## src/rtl/core/jda_pkg.sv

```systemverilog
// ============================================================================
// jda_pkg - joystick direction angle shared definitions
// Types, constants and the tangent table used by the heading datapath.
// ============================================================================
`default_nettype none

package jda_pkg;

    // Heading and angle widths
    localparam int HEAD_W      = 9;
    localparam int KDEG_W      = 7;
    localparam int IDX_W       = 3;

    // Digit-serial multiplier and coordinate layout
    localparam int DIGIT_BITS     = 4;
    localparam int COORD_GUARD    = 8;
    localparam int COORD_HEADROOM = 3;
    localparam int TAN_TABLE_BITS = 24;
    localparam int TAN_W          = TAN_TABLE_BITS + 2;
    localparam int NUM_STEPS      = 7;

    // Angle constants
    localparam logic [KDEG_W-1:0] K_MAX   = 7'd89;
    localparam logic [KDEG_W-1:0] K_45    = 7'd45;
    localparam logic [HEAD_W-1:0] DEG_0   = 9'd0;
    localparam logic [HEAD_W-1:0] DEG_90  = 9'd90;
    localparam logic [HEAD_W-1:0] DEG_179 = 9'd179;
    localparam logic [HEAD_W-1:0] DEG_180 = 9'd180;
    localparam logic [HEAD_W-1:0] DEG_270 = 9'd270;
    localparam logic [HEAD_W-1:0] DEG_359 = 9'd359;
    localparam logic [HEAD_W-1:0] DEG_360 = 9'd360;

    // Register reset values
    localparam int CENTRE_RESET = 460;
    localparam int UPPER_RESET  = 900;
    localparam int LOWER_RESET  = 100;

    typedef enum logic [1:0] {
        REG_CENTRE = 2'd0,
        REG_UPPER  = 2'd1,
        REG_LOWER  = 2'd2,
        REG_NONE   = 2'd3
    } jda_reg_t;

    typedef enum logic [1:0] {
        ST_IDLE,
        ST_PREP,
        ST_KERN,
        ST_FIN
    } jda_state_t;

    typedef enum logic [1:0] {
        KS_IDLE,
        KS_MUL,
        KS_UPD
    } jda_kstate_t;

    // Step angles tested in turn, in degrees
    function automatic logic [KDEG_W-1:0] step_deg(input logic [IDX_W-1:0] idx);
        logic [KDEG_W-1:0] d;
        case (idx)
            3'd0:    d = 7'd64;
            3'd1:    d = 7'd32;
            3'd2:    d = 7'd16;
            3'd3:    d = 7'd8;
            3'd4:    d = 7'd4;
            3'd5:    d = 7'd2;
            3'd6:    d = 7'd1;
            default: d = 7'd0;
        endcase
        return d;
    endfunction

    // Tangent of the step angle with f fraction bits, rounded from 24 bits
    function automatic logic [TAN_W-1:0] tan_const(input logic [IDX_W-1:0] idx,
                                                   input int f);
        logic [TAN_W-1:0] base;
        logic [TAN_W:0]   rnd;
        int               sh;
        case (idx)
            3'd0:    base = 26'd34398390;
            3'd1:    base = 26'd10483568;
            3'd2:    base = 26'd4810789;
            3'd3:    base = 26'd2357884;
            3'd4:    base = 26'd1173177;
            3'd5:    base = 26'd585873;
            3'd6:    base = 26'd292847;
            default: base = '0;
        endcase
        sh = TAN_TABLE_BITS - f;
        if (sh <= 0) begin
            return base;
        end
        rnd = {1'b0, base} + ((TAN_W+1)'(1) << (sh - 1));
        return TAN_W'(rnd >> sh);
    endfunction

endpackage : jda_pkg

`default_nettype wire

```

## src/rtl/core/joystick_direction_angle.sv

```systemverilog
// ============================================================================
// joystick_direction_angle - joystick sample pair to compass heading
// Converts one X/Y joystick sample pair into a heading in whole degrees.
// ============================================================================
//
//  channel   direction  handshake        payload
//  -------   ---------  ---------------  ------------------------------------
//  s_        in         s_valid/s_ready  s_x_sample, s_y_sample
//  m_        out        m_valid/m_ready  m_heading_deg
//  apb       in         psel/penable     paddr, pwdata, prdata (centre, limits)
//
//  - Dead band and centre band samples pass from the prepare state straight to the final state.
//  - Deflected samples run the arctangent unit (zero offset and diagonal excepted):
//    7 steps, each a multiply over TDIG digits, TDIG = ceil((ANGLE_FRAC_BITS + 2) / 4),
//    then a coordinate update; the digit-serial tangent multiply sits inside that unit.
//  - Reset (aresetn low, synchronous) restores centre 460, limits 900/100 and
//    clears the stored heading to 0.
//  - A result waiting on m_ready does not block the next input transaction;
//    a second result stalls in the final state until the output register
//    frees.
// ============================================================================
`default_nettype none

module joystick_direction_angle #(
    parameter int SAMPLE_BITS     = 10,
    parameter int ANGLE_FRAC_BITS = 16
) (
    input  wire logic                        aclk,
    input  wire logic                        aresetn,
    // Input sample transaction
    input  wire logic                        s_valid,
    output logic                             s_ready,
    input  wire logic [SAMPLE_BITS-1:0]      s_x_sample,
    input  wire logic [SAMPLE_BITS-1:0]      s_y_sample,
    // Heading result transaction
    output logic                             m_valid,
    input  wire logic                        m_ready,
    output logic [jda_pkg::HEAD_W-1:0]       m_heading_deg,
    // Register port
    input  wire logic                        psel,
    input  wire logic                        penable,
    input  wire logic                        pwrite,
    input  wire logic [3:0]                  paddr,
    input  wire logic [31:0]                 pwdata,
    output logic [31:0]                      prdata,
    output logic                             pready
);
    import jda_pkg::*;

    localparam int SW = SAMPLE_BITS;

    // Control state
    jda_state_t        state_reg, state_next;
    logic              m_valid_reg, m_valid_next;
    logic [HEAD_W-1:0] last_reg, last_next;
    logic [SW-1:0]     centre_reg, centre_next;
    logic [SW-1:0]     upper_reg, upper_next;
    logic [SW-1:0]     lower_reg, lower_next;

    // Payload
    logic [SW-1:0]     xs_reg, xs_next;
    logic [SW-1:0]     ys_reg, ys_next;
    logic              xhigh_reg, xhigh_next;
    logic              yup_reg, yup_next;
    logic              exact_reg, exact_next;
    logic              map_reg, map_next;
    logic              kern_reg, kern_next;
    logic [KDEG_W-1:0] kfix_reg, kfix_next;
    logic [HEAD_W-1:0] hold_reg, hold_next;
    logic [HEAD_W-1:0] head_reg, head_next;

    // Classification of the held sample pair
    logic              xhigh, xlow, yup, ydn;
    logic [SW-1:0]     a_val, b_val;
    logic              need_kern;
    logic              kern_start, kern_done;
    logic [KDEG_W-1:0] kern_k;
    logic [KDEG_W-1:0] k_sel;
    logic [HEAD_W-1:0] head_fin;
    logic              out_free;
    logic              cfg_wr;
    jda_reg_t          cfg_sel;

    // Quadrant map of the floor angle k onto the compass
    function automatic logic [HEAD_W-1:0] map_heading(input logic xh, input logic yu,
                                                      input logic ex,
                                                      input logic [KDEG_W-1:0] kd);
        logic [HEAD_W-1:0] kk;
        logic [HEAD_W-1:0] h;
        kk = HEAD_W'(kd);
        if (xh && yu) begin
            h = kk;
        end else if (xh) begin
            h = ex ? (DEG_180 - kk) : (DEG_179 - kk);
        end else if (yu) begin
            if (ex) begin
                // full circle wraps to north
                h = (kk == '0) ? DEG_0 : (DEG_360 - kk);
            end else begin
                h = DEG_359 - kk;
            end
        end else begin
            h = DEG_180 + kk;
        end
        return h;
    endfunction

    // Limits: high side first, then low side; Y split at centre and centre - 1
    assign xhigh = xs_reg > upper_reg;
    assign xlow  = !xhigh && (xs_reg < lower_reg);
    assign yup   = ys_reg > centre_reg;
    assign ydn   = (({1'b0, ys_reg} + 1'b1) < {1'b0, centre_reg});

    // Offsets; a negative X offset clamps at zero
    always_comb begin
        if (xhigh) begin
            a_val = (xs_reg > centre_reg) ? (xs_reg - centre_reg) : '0;
        end else begin
            a_val = (centre_reg > xs_reg) ? (centre_reg - xs_reg) : '0;
        end
        b_val = yup ? (ys_reg - centre_reg) : (centre_reg - ys_reg);
    end

    // Zero offset and the diagonal are exact and skip the arctangent unit
    assign need_kern  = (xhigh || xlow) && (yup || ydn) &&
                        (a_val != '0) && (a_val != b_val);
    assign kern_start = (state_reg == ST_PREP) && need_kern;

    jda_atan_serial #(
        .SAMPLE_BITS     (SAMPLE_BITS),
        .ANGLE_FRAC_BITS (ANGLE_FRAC_BITS)
    ) u_atan (
        .aclk    (aclk),
        .aresetn (aresetn),
        .start   (kern_start),
        .a       (a_val),
        .b       (b_val),
        .done    (kern_done),
        .k       (kern_k)
    );

    assign k_sel    = kern_reg ? kern_k : kfix_reg;
    assign head_fin = map_reg ? map_heading(xhigh_reg, yup_reg, exact_reg, k_sel)
                              : hold_reg;
    assign out_free = !m_valid_reg || m_ready;

    // Register writes complete in the access phase
    assign cfg_wr  = psel && penable && pwrite && pready;
    assign cfg_sel = jda_reg_t'(paddr[3:2]);

    always_comb begin
        state_next   = state_reg;
        m_valid_next = m_valid_reg && !m_ready;
        last_next    = last_reg;
        centre_next  = centre_reg;
        upper_next   = upper_reg;
        lower_next   = lower_reg;
        xs_next      = xs_reg;
        ys_next      = ys_reg;
        xhigh_next   = xhigh_reg;
        yup_next     = yup_reg;
        exact_next   = exact_reg;
        map_next     = map_reg;
        kern_next    = kern_reg;
        kfix_next    = kfix_reg;
        hold_next    = hold_reg;
        head_next    = head_reg;

        if (cfg_wr) begin
            case (cfg_sel)
                REG_CENTRE: centre_next = pwdata[SW-1:0];
                REG_UPPER:  upper_next  = pwdata[SW-1:0];
                REG_LOWER:  lower_next  = pwdata[SW-1:0];
                default:    ;  // drop writes past the register list
            endcase
        end

        case (state_reg)
            ST_IDLE: begin
                if (s_valid) begin
                    xs_next    = s_x_sample;
                    ys_next    = s_y_sample;
                    state_next = ST_PREP;
                end
            end
            ST_PREP: begin
                xhigh_next = xhigh;
                yup_next   = yup;
                exact_next = (a_val == '0) || (a_val == b_val);
                kfix_next  = (a_val == '0) ? '0 : K_45;
                kern_next  = need_kern;
                if (!(xhigh || xlow)) begin
                    // X in dead band: only full Y deflection sets a heading
                    map_next = 1'b0;
                    if (ys_reg > upper_reg) begin
                        hold_next = DEG_0;
                    end else if (ys_reg < lower_reg) begin
                        hold_next = DEG_180;
                    end else begin
                        hold_next = last_reg;
                    end
                    state_next = ST_FIN;
                end else if (!(yup || ydn)) begin
                    map_next   = 1'b0;
                    hold_next  = xhigh ? DEG_90 : DEG_270;
                    state_next = ST_FIN;
                end else begin
                    map_next   = 1'b1;
                    state_next = need_kern ? ST_KERN : ST_FIN;
                end
            end
            ST_KERN: begin
                if (kern_done) begin
                    state_next = ST_FIN;
                end
            end
            ST_FIN: begin
                // Hold here until the output register can take the result
                if (out_free) begin
                    head_next    = head_fin;
                    last_next    = head_fin;
                    m_valid_next = 1'b1;
                    state_next   = ST_IDLE;
                end
            end
            default: begin
                state_next = ST_IDLE;
            end
        endcase
    end

    always_ff @(posedge aclk) begin
        if (!aresetn) begin
            state_reg   <= ST_IDLE;
            m_valid_reg <= 1'b0;
            last_reg    <= '0;
            centre_reg  <= SW'(CENTRE_RESET);
            upper_reg   <= SW'(UPPER_RESET);
            lower_reg   <= SW'(LOWER_RESET);
        end else begin
            state_reg   <= state_next;
            m_valid_reg <= m_valid_next;
            last_reg    <= last_next;
            centre_reg  <= centre_next;
            upper_reg   <= upper_next;
            lower_reg   <= lower_next;
        end
    end

    always_ff @(posedge aclk) begin
        xs_reg    <= xs_next;
        ys_reg    <= ys_next;
        xhigh_reg <= xhigh_next;
        yup_reg   <= yup_next;
        exact_reg <= exact_next;
        map_reg   <= map_next;
        kern_reg  <= kern_next;
        kfix_reg  <= kfix_next;
        hold_reg  <= hold_next;
        head_reg  <= head_next;
    end

    // Register readback
    always_comb begin
        case (cfg_sel)
            REG_CENTRE: prdata = 32'(centre_reg);
            REG_UPPER:  prdata = 32'(upper_reg);
            REG_LOWER:  prdata = 32'(lower_reg);
            default:    prdata = '0;
        endcase
    end

    assign pready        = 1'b1;
    assign s_ready       = (state_reg == ST_IDLE);
    assign m_valid       = m_valid_reg;
    assign m_heading_deg = head_reg;

    a_heading_range: assert property (@(posedge aclk) disable iff (!aresetn)
        m_valid_reg |-> head_reg < DEG_360)
        else $error("heading outside 0..359");

    a_done_in_kern: assert property (@(posedge aclk) disable iff (!aresetn)
        kern_done |-> state_reg == ST_KERN)
        else $error("arctangent result arrived outside the wait state");

    a_load_from_fin: assert property (@(posedge aclk) disable iff (!aresetn)
        $rose(m_valid_reg) |-> $past(state_reg == ST_FIN))
        else $error("result loaded without a finished computation");

    a_last_tracks_out: assert property (@(posedge aclk) disable iff (!aresetn)
        $rose(m_valid_reg) |-> last_reg == head_reg)
        else $error("stored heading differs from delivered result");

endmodule : joystick_direction_angle

`default_nettype wire

```

## src/rtl/core/jda_atan_serial.sv

```systemverilog
// ============================================================================
// jda_atan_serial - floor of atan(a/b) in whole degrees
// Seven pseudo-rotation steps, each with a digit-serial multiply of both
// coordinates by the step tangent.
// ============================================================================
`default_nettype none

module jda_atan_serial #(
    parameter int SAMPLE_BITS     = 10,
    parameter int ANGLE_FRAC_BITS = 16
) (
    input  wire logic                          aclk,
    input  wire logic                          aresetn,
    input  wire logic                          start,
    input  wire logic [SAMPLE_BITS-1:0]        a,
    input  wire logic [SAMPLE_BITS-1:0]        b,
    output logic                               done,
    output logic [jda_pkg::KDEG_W-1:0]         k
);
    import jda_pkg::*;

    localparam int CW   = SAMPLE_BITS + COORD_GUARD + COORD_HEADROOM;
    localparam int TW   = ANGLE_FRAC_BITS + 2;
    localparam int TDIG = (TW + DIGIT_BITS - 1) / DIGIT_BITS;
    localparam int TP   = TDIG * DIGIT_BITS;
    localparam int PW   = CW + TP;
    localparam int QW   = PW - ANGLE_FRAC_BITS;
    localparam int CNTW = $clog2(TDIG + 1);

    jda_kstate_t       state_reg, state_next;
    logic [CW-1:0]     x_reg, x_next;
    logic [CW-1:0]     y_reg, y_next;
    logic [PW-1:0]     accp_reg, accp_next;
    logic [PW-1:0]     accq_reg, accq_next;
    logic [TP-1:0]     tsh_reg, tsh_next;
    logic [CNTW-1:0]   cnt_reg, cnt_next;
    logic [IDX_W-1:0]  idx_reg, idx_next;
    logic [KDEG_W-1:0] k_reg, k_next;
    logic              done_reg, done_next;

    logic [IDX_W-1:0]      tidx;
    logic [TP-1:0]         tan_pad;
    logic [DIGIT_BITS-1:0] dig;
    logic [CW+DIGIT_BITS-1:0] xdig, ydig;
    logic [QW-1:0]         p_val, q_val;
    logic [KDEG_W:0]       k_try;
    logic                  take;

    assign tidx    = (state_reg == KS_IDLE) ? '0 : IDX_W'(idx_reg + 1'b1);
    assign tan_pad = TP'(TW'(tan_const(tidx, ANGLE_FRAC_BITS)));
    assign dig     = tsh_reg[TP-1 -: DIGIT_BITS];
    assign xdig    = (CW+DIGIT_BITS)'(x_reg) * (CW+DIGIT_BITS)'(dig);
    assign ydig    = (CW+DIGIT_BITS)'(y_reg) * (CW+DIGIT_BITS)'(dig);
    assign p_val   = QW'(accp_reg >> ANGLE_FRAC_BITS);
    assign q_val   = QW'(accq_reg >> ANGLE_FRAC_BITS);
    assign k_try   = {1'b0, k_reg} + {1'b0, step_deg(idx_reg)};
    assign take    = (p_val <= QW'(y_reg)) && (k_try <= {1'b0, K_MAX});

    always_comb begin
        state_next = state_reg;
        x_next     = x_reg;
        y_next     = y_reg;
        accp_next  = accp_reg;
        accq_next  = accq_reg;
        tsh_next   = tsh_reg;
        cnt_next   = cnt_reg;
        idx_next   = idx_reg;
        k_next     = k_reg;
        done_next  = 1'b0;
        case (state_reg)
            KS_IDLE: begin
                if (start) begin
                    x_next     = CW'(b) << COORD_GUARD;
                    y_next     = CW'(a) << COORD_GUARD;
                    k_next     = '0;
                    idx_next   = '0;
                    tsh_next   = tan_pad;
                    accp_next  = '0;
                    accq_next  = '0;
                    cnt_next   = CNTW'(TDIG);
                    state_next = KS_MUL;
                end
            end
            KS_MUL: begin
                // Accumulate one tangent digit, most significant first
                accp_next = (accp_reg << DIGIT_BITS) + PW'(xdig);
                accq_next = (accq_reg << DIGIT_BITS) + PW'(ydig);
                tsh_next  = tsh_reg << DIGIT_BITS;
                cnt_next  = cnt_reg - 1'b1;
                if (cnt_reg == CNTW'(1)) begin
                    state_next = KS_UPD;
                end
            end
            KS_UPD: begin
                if (take) begin
                    y_next = y_reg - CW'(p_val);
                    x_next = x_reg + CW'(q_val);
                    k_next = KDEG_W'(k_try);
                end
                if (idx_reg == IDX_W'(NUM_STEPS - 1)) begin
                    done_next  = 1'b1;
                    state_next = KS_IDLE;
                end else begin
                    idx_next   = idx_reg + 1'b1;
                    tsh_next   = tan_pad;
                    accp_next  = '0;
                    accq_next  = '0;
                    cnt_next   = CNTW'(TDIG);
                    state_next = KS_MUL;
                end
            end
            default: begin
                state_next = KS_IDLE;
            end
        endcase
    end

    always_ff @(posedge aclk) begin
        if (!aresetn) begin
            state_reg <= KS_IDLE;
            done_reg  <= 1'b0;
            k_reg     <= '0;
        end else begin
            state_reg <= state_next;
            done_reg  <= done_next;
            k_reg     <= k_next;
        end
    end

    always_ff @(posedge aclk) begin
        x_reg    <= x_next;
        y_reg    <= y_next;
        accp_reg <= accp_next;
        accq_reg <= accq_next;
        tsh_reg  <= tsh_next;
        cnt_reg  <= cnt_next;
        idx_reg  <= idx_next;
    end

    assign done = done_reg;
    assign k    = k_reg;

    a_k_bound: assert property (@(posedge aclk) disable iff (!aresetn)
        k_reg <= K_MAX)
        else $error("angle count beyond 89 degrees");

    a_start_idle: assert property (@(posedge aclk) disable iff (!aresetn)
        start |-> state_reg == KS_IDLE)
        else $error("kernel started while busy");

    a_done_after_upd: assert property (@(posedge aclk) disable iff (!aresetn)
        done_reg |-> $past(state_reg == KS_UPD))
        else $error("done without a final update step");

endmodule : jda_atan_serial

`default_nettype wire

```

## config.mk

```make
export PLATFORM = sky130hd
export DESIGN_NAME = joystick_direction_angle
export DESIGN_NICKNAME = d
export VERILOG_FILES = /design/src/rtl/core/jda_pkg.sv /design/src/rtl/core/joystick_direction_angle.sv /design/src/rtl/core/jda_atan_serial.sv
export SDC_FILE = /design/constraint.sdc
export NUM_CORES = 1
export LEC_CHECK = 0
export BUFFER_PORTS_ARGS = -buffer_cell sky130_fd_sc_hd__buf_2
export CAP_MARGIN = 20
export CORE_MARGIN = 8
export CORE_UTILIZATION = 50
export CTS_CLUSTER_SIZE = 14
export DETAILED_ROUTE_END_ITERATION = 12
export PLACE_DENSITY = 0.67
export SYNTH_ARGS = -nofsm -noshare
export SYNTH_HDL_FRONTEND = slang
export SYNTH_HIERARCHICAL = 1
export SYNTH_SLANG_ARGS = --single-unit
```

## constraint.sdc

```tcl
create_clock -name aclk -period 5.2 [get_ports aclk]
set_input_delay 0.26 -clock aclk [delete_from_list [all_inputs] [get_ports aclk]]
set_output_delay 0.26 -clock aclk [all_outputs]
set_load 0.02 [all_outputs]
```

==> summary.txt <==
Global route
  – GRT Overall Usage: approximately 22%
  – First-pass GRT wire length: 96100 um
  – Gr ovfl total: 0
  – Vias in the first global route: roughly 19000
  – Pin count of the biggest net entering global routing: 43
  – Initial antenna violation count: 1

Clock network
  – # H-tree levels: 1
  – Clock Root Buffer: clkbuf_16
  – TritonCTS Sinks: 242
  – Clk_lat worst skew: a little under 600 ps
  – Clock-pin slew on the worst setup and hold paths: 60 ps
  – Longest Clk Path Bufs: 3
  – TritonCTS clock tree: done
  – Total CTS buffers: 29

Detailed routing
  – Via density per instance: ~5.7
  – Initial DRC count: around 1000
  – DRT antenna net count: 0
  – DRC Markers: 0
  – Router iterations before antenna repair: 7
  – DR vias: 18700
  – Routed wire length: roughly 59000 um
  – DR WL/cell: about 18 um

Layout
  – Largest register FFs: 41
  – Layout fillers: 4167
  – Nets@finish: a little over 3000
  – Storage element area: 0.00675 mm2
  – # diodes: 0
  – Combined area of the multi-input logic cells: ~0.015 mm2
  – Syn-to-layout area delta: 10.5%
  – Fraction of final layout cells sized beyond drive strength 1: 8.13%

Floorplanning
  – Initial Utilization: between 50% and 60%
  – I/O pin count: 107
  – Die X: 233 um
  – Core area: roughly 0.046 mm2
  – Row cnt: 79
  – DIE AREA: 0.0541 mm2
  – Die height: ~230 um

Timing
  – Skew final: 28.6 ps
  – Fin Setup TNS: 0 ps
  – Unrepaired setup endpoints after global routing: false
  – Pins Over Slew Limit: 0
  – Crit path time final: 4980 ps
  – Fin worst setup slack: ~220 ps
  – Worst slew pin tran: a little under 1000 ps
  – Final period utilization: 95.8%
  – Slew HR: approximately 34%
  – Final hold vios: 0
  – # setup viols final: 0
  – Fmax: between 200 and 250 MHz

Worst setup path
  – CP max stage cell: fa_1
  – Cell family with most CP delay: adder cells
  – Most frequent cell on the critical path: fa_1
  – CP Class: reg2reg
  – Crit path cell chain: buf_12, buf_4, and2_1, fa_1, fa_1, inv_1, fa_1, inv_1, ha_1, a21o_1, a31oi_1, a21oi_4, a221oi_4, buf_4, a21o_1, o21ai_1, mux2i_1
  – Critical path's largest stage delay: 540 ps
  – Crit Path Max Fanout: 29
  – Crit start category: flip-flop
  – Critical Path End Type: flip-flop
  – CP Data Arrival Time: about 5300 ps
  – CP bufs+invs: 5
  – Data required, critical path: 5510 ps

Run
  – Max-Cap Viols: 0

Hold path
  – HP Class: in2reg

Synth
  – Mapped Cells: 2601
  – Sequential area share after synthesis: 28.8%
  – Compound-cell area share of the yosys netlist: about 16%
  – Largest family of logic cells by synthesized area: adder cells
  – Ys flop type: edfxtp_1
  – Leading area contributor after synthesis: edfxtp_1
  – Post-synth EDFFs: 190
  – Post-synthesis mux area share: about 2.2%
  – Post-Synthesis Cell Area: 0.0235 mm2
  – Area contributors post-synth: edfxtp_1 24%, ha_1 13%, fa_1 10%
  – Netlist cell types: 97
  – Avg Cell Area, Syn: 9.02 um2
  – Simple logic cell fraction of the synthesized area: 18.1%
  – Asr flop ratio synth: 0%
  – Post-Synth Adder-Cell Area: roughly a quarter
  – Xor/xnor share of the synthesized area: between 3 and 4%
  – Yosys reg bits: 242
  – Syn. warnings: 6
  – Top cell type's share of synthesized area: 24.3%

Power and ir drop
  – Pwr Density: 570 mW/mm2
  – LEAKAGE: around 11 nW
  – Worst VDD drop: 0.559 mV

Outcome
  – Run status: finished clean

Placed design
  – Port bufs: just under 60
  – DP Worst Slack: 195 ps
  – Post-DP HPWL: around 46000 um
  – GPL Wtd Cong: ~0.92
-- path summary, 6_finish.rpt --
check | slack [ps] | from | end | cells past startpoint
worst min-delay path | 40 | m_ready | m_valid | 4
worst min register to register | 480 | lower_reg[3] | lower_reg[3] | 2
worst max-delay path | 220 | u_atan/tsh_reg[17] | u_atan/accp_reg[37] | 17
worst max register to register | 220 | u_atan/tsh_reg[17] | u_atan/accp_reg[37] | 17
-- final cells by class --
| class | instances | share of cell area (%) |
|---|---|---|
| clock buffer | 31 | 2.95 |
| tap | 607 | 2.93 |
| inverter | 334 | 4.84 |
| sequential | 242 | 26.0 |
| multi-input combinational | 1940 | 58.1 |
| clock inverter | 23 | 1.12 |
| timing repair buffer | 135 | 4.02 |
-- stage by stage --
stage | hold WS [ps] | cells | cell area (um2) | power [mW] | util [%]
after floorplan | 359 | 2622 | 23500 | 10.2 | -
after global placement | 437 | 3225 | 24500 | 12.1 | 52.8
after detailed placement | 438 | 3225 | 24500 | 12.4 | 52.8
after CTS | 10.7 | 3309 | 25900 | 14.7 | 55.7
after global routing | 52.3 | 3312 | 25900 | 16.1 | 55.8
final | 39.9 | 3312 | 25900 | 14.8 | 55.8
-- synth_stat cells, types with 8 or more instances --
cell type and number:
inv_1 333, ha_1 241, nand2_1 201, edfxtp_1 190, and2_1 179, nor2_1 178, a21oi_1 141, fa_1 123
o21ai_0 113, xnor2_1 63, clkbuf_1 62, nand3_1 58, nor3_1 56, dfxtp_1 52, a21o_1 47, o21a_1 41
mux2i_1 39, xor2_1 37, nor2b_1 34, o211ai_1 31, nand2b_1 27, buf_4 25, nand4_1 22, a31oi_1 20
a211oi_1 18, and3_1 17, o21ai_1 16, o21bai_1 14, or3_1 13, nor3b_1 9, o31ai_1 9, buf_2 8
nor4_1 8, o22ai_1 8, or2_2 8
-- worst min-delay path, delay by kind of cell --
family | cells | cell delay, ps
AND/OR/NAND/NOR | 3 | 240
buffers and inverters | 1 | 80
-- per-layer routing --
metal	up-vias	track usage (%)	share of wire, %
met5	-	0	0
met4	0	6.78	3.4
met3	110	2.33	4.2
met2	460	38.6	49
met1	9080	27.1	43
li1	9082	-	-
-- report_power, final --
group,internal (mW),switching (mW),total [mW],leakage (nW)
clock network,1.37,0.905,2.27,0.515
registers,2.61,0.376,2.98,2.17
logic,3.91,5.60,9.51,8.75
total,7.88,6.88,14.8,11.4
-- cells in the final DEF, fill, tap and decap left out, types with 56 or more instances in the layout --
master	instances
nand2_1	201
nor2_1	177
ha_1	238
xnor2_1	63
o21ai_0	113
edfxtp_1	190
inv_1	333
a21oi_1	141
fa_1	123
nor3_1	56
nand3_1	58
and2_1	179
buf_2	59
-- what timing repair did --
action                     in CTS  in global routing
hold endpoints to repair       50                  0
gates resized for setup         0                  8
setup endpoints to repair       0                145
buffers inserted                0                  3
hold buffers                   30                  0
-- logic make-up after synthesis --
group | after synthesis
buffers and inverters | 440
adders and majority gates | 364
other | 2
DFF | 242
and+or+nand+nor | 840
AOI/OAI and AO/OA | 562
xor gates and xnor gates | 102
muxes | 49
Power figures use the tool's default switching activity.
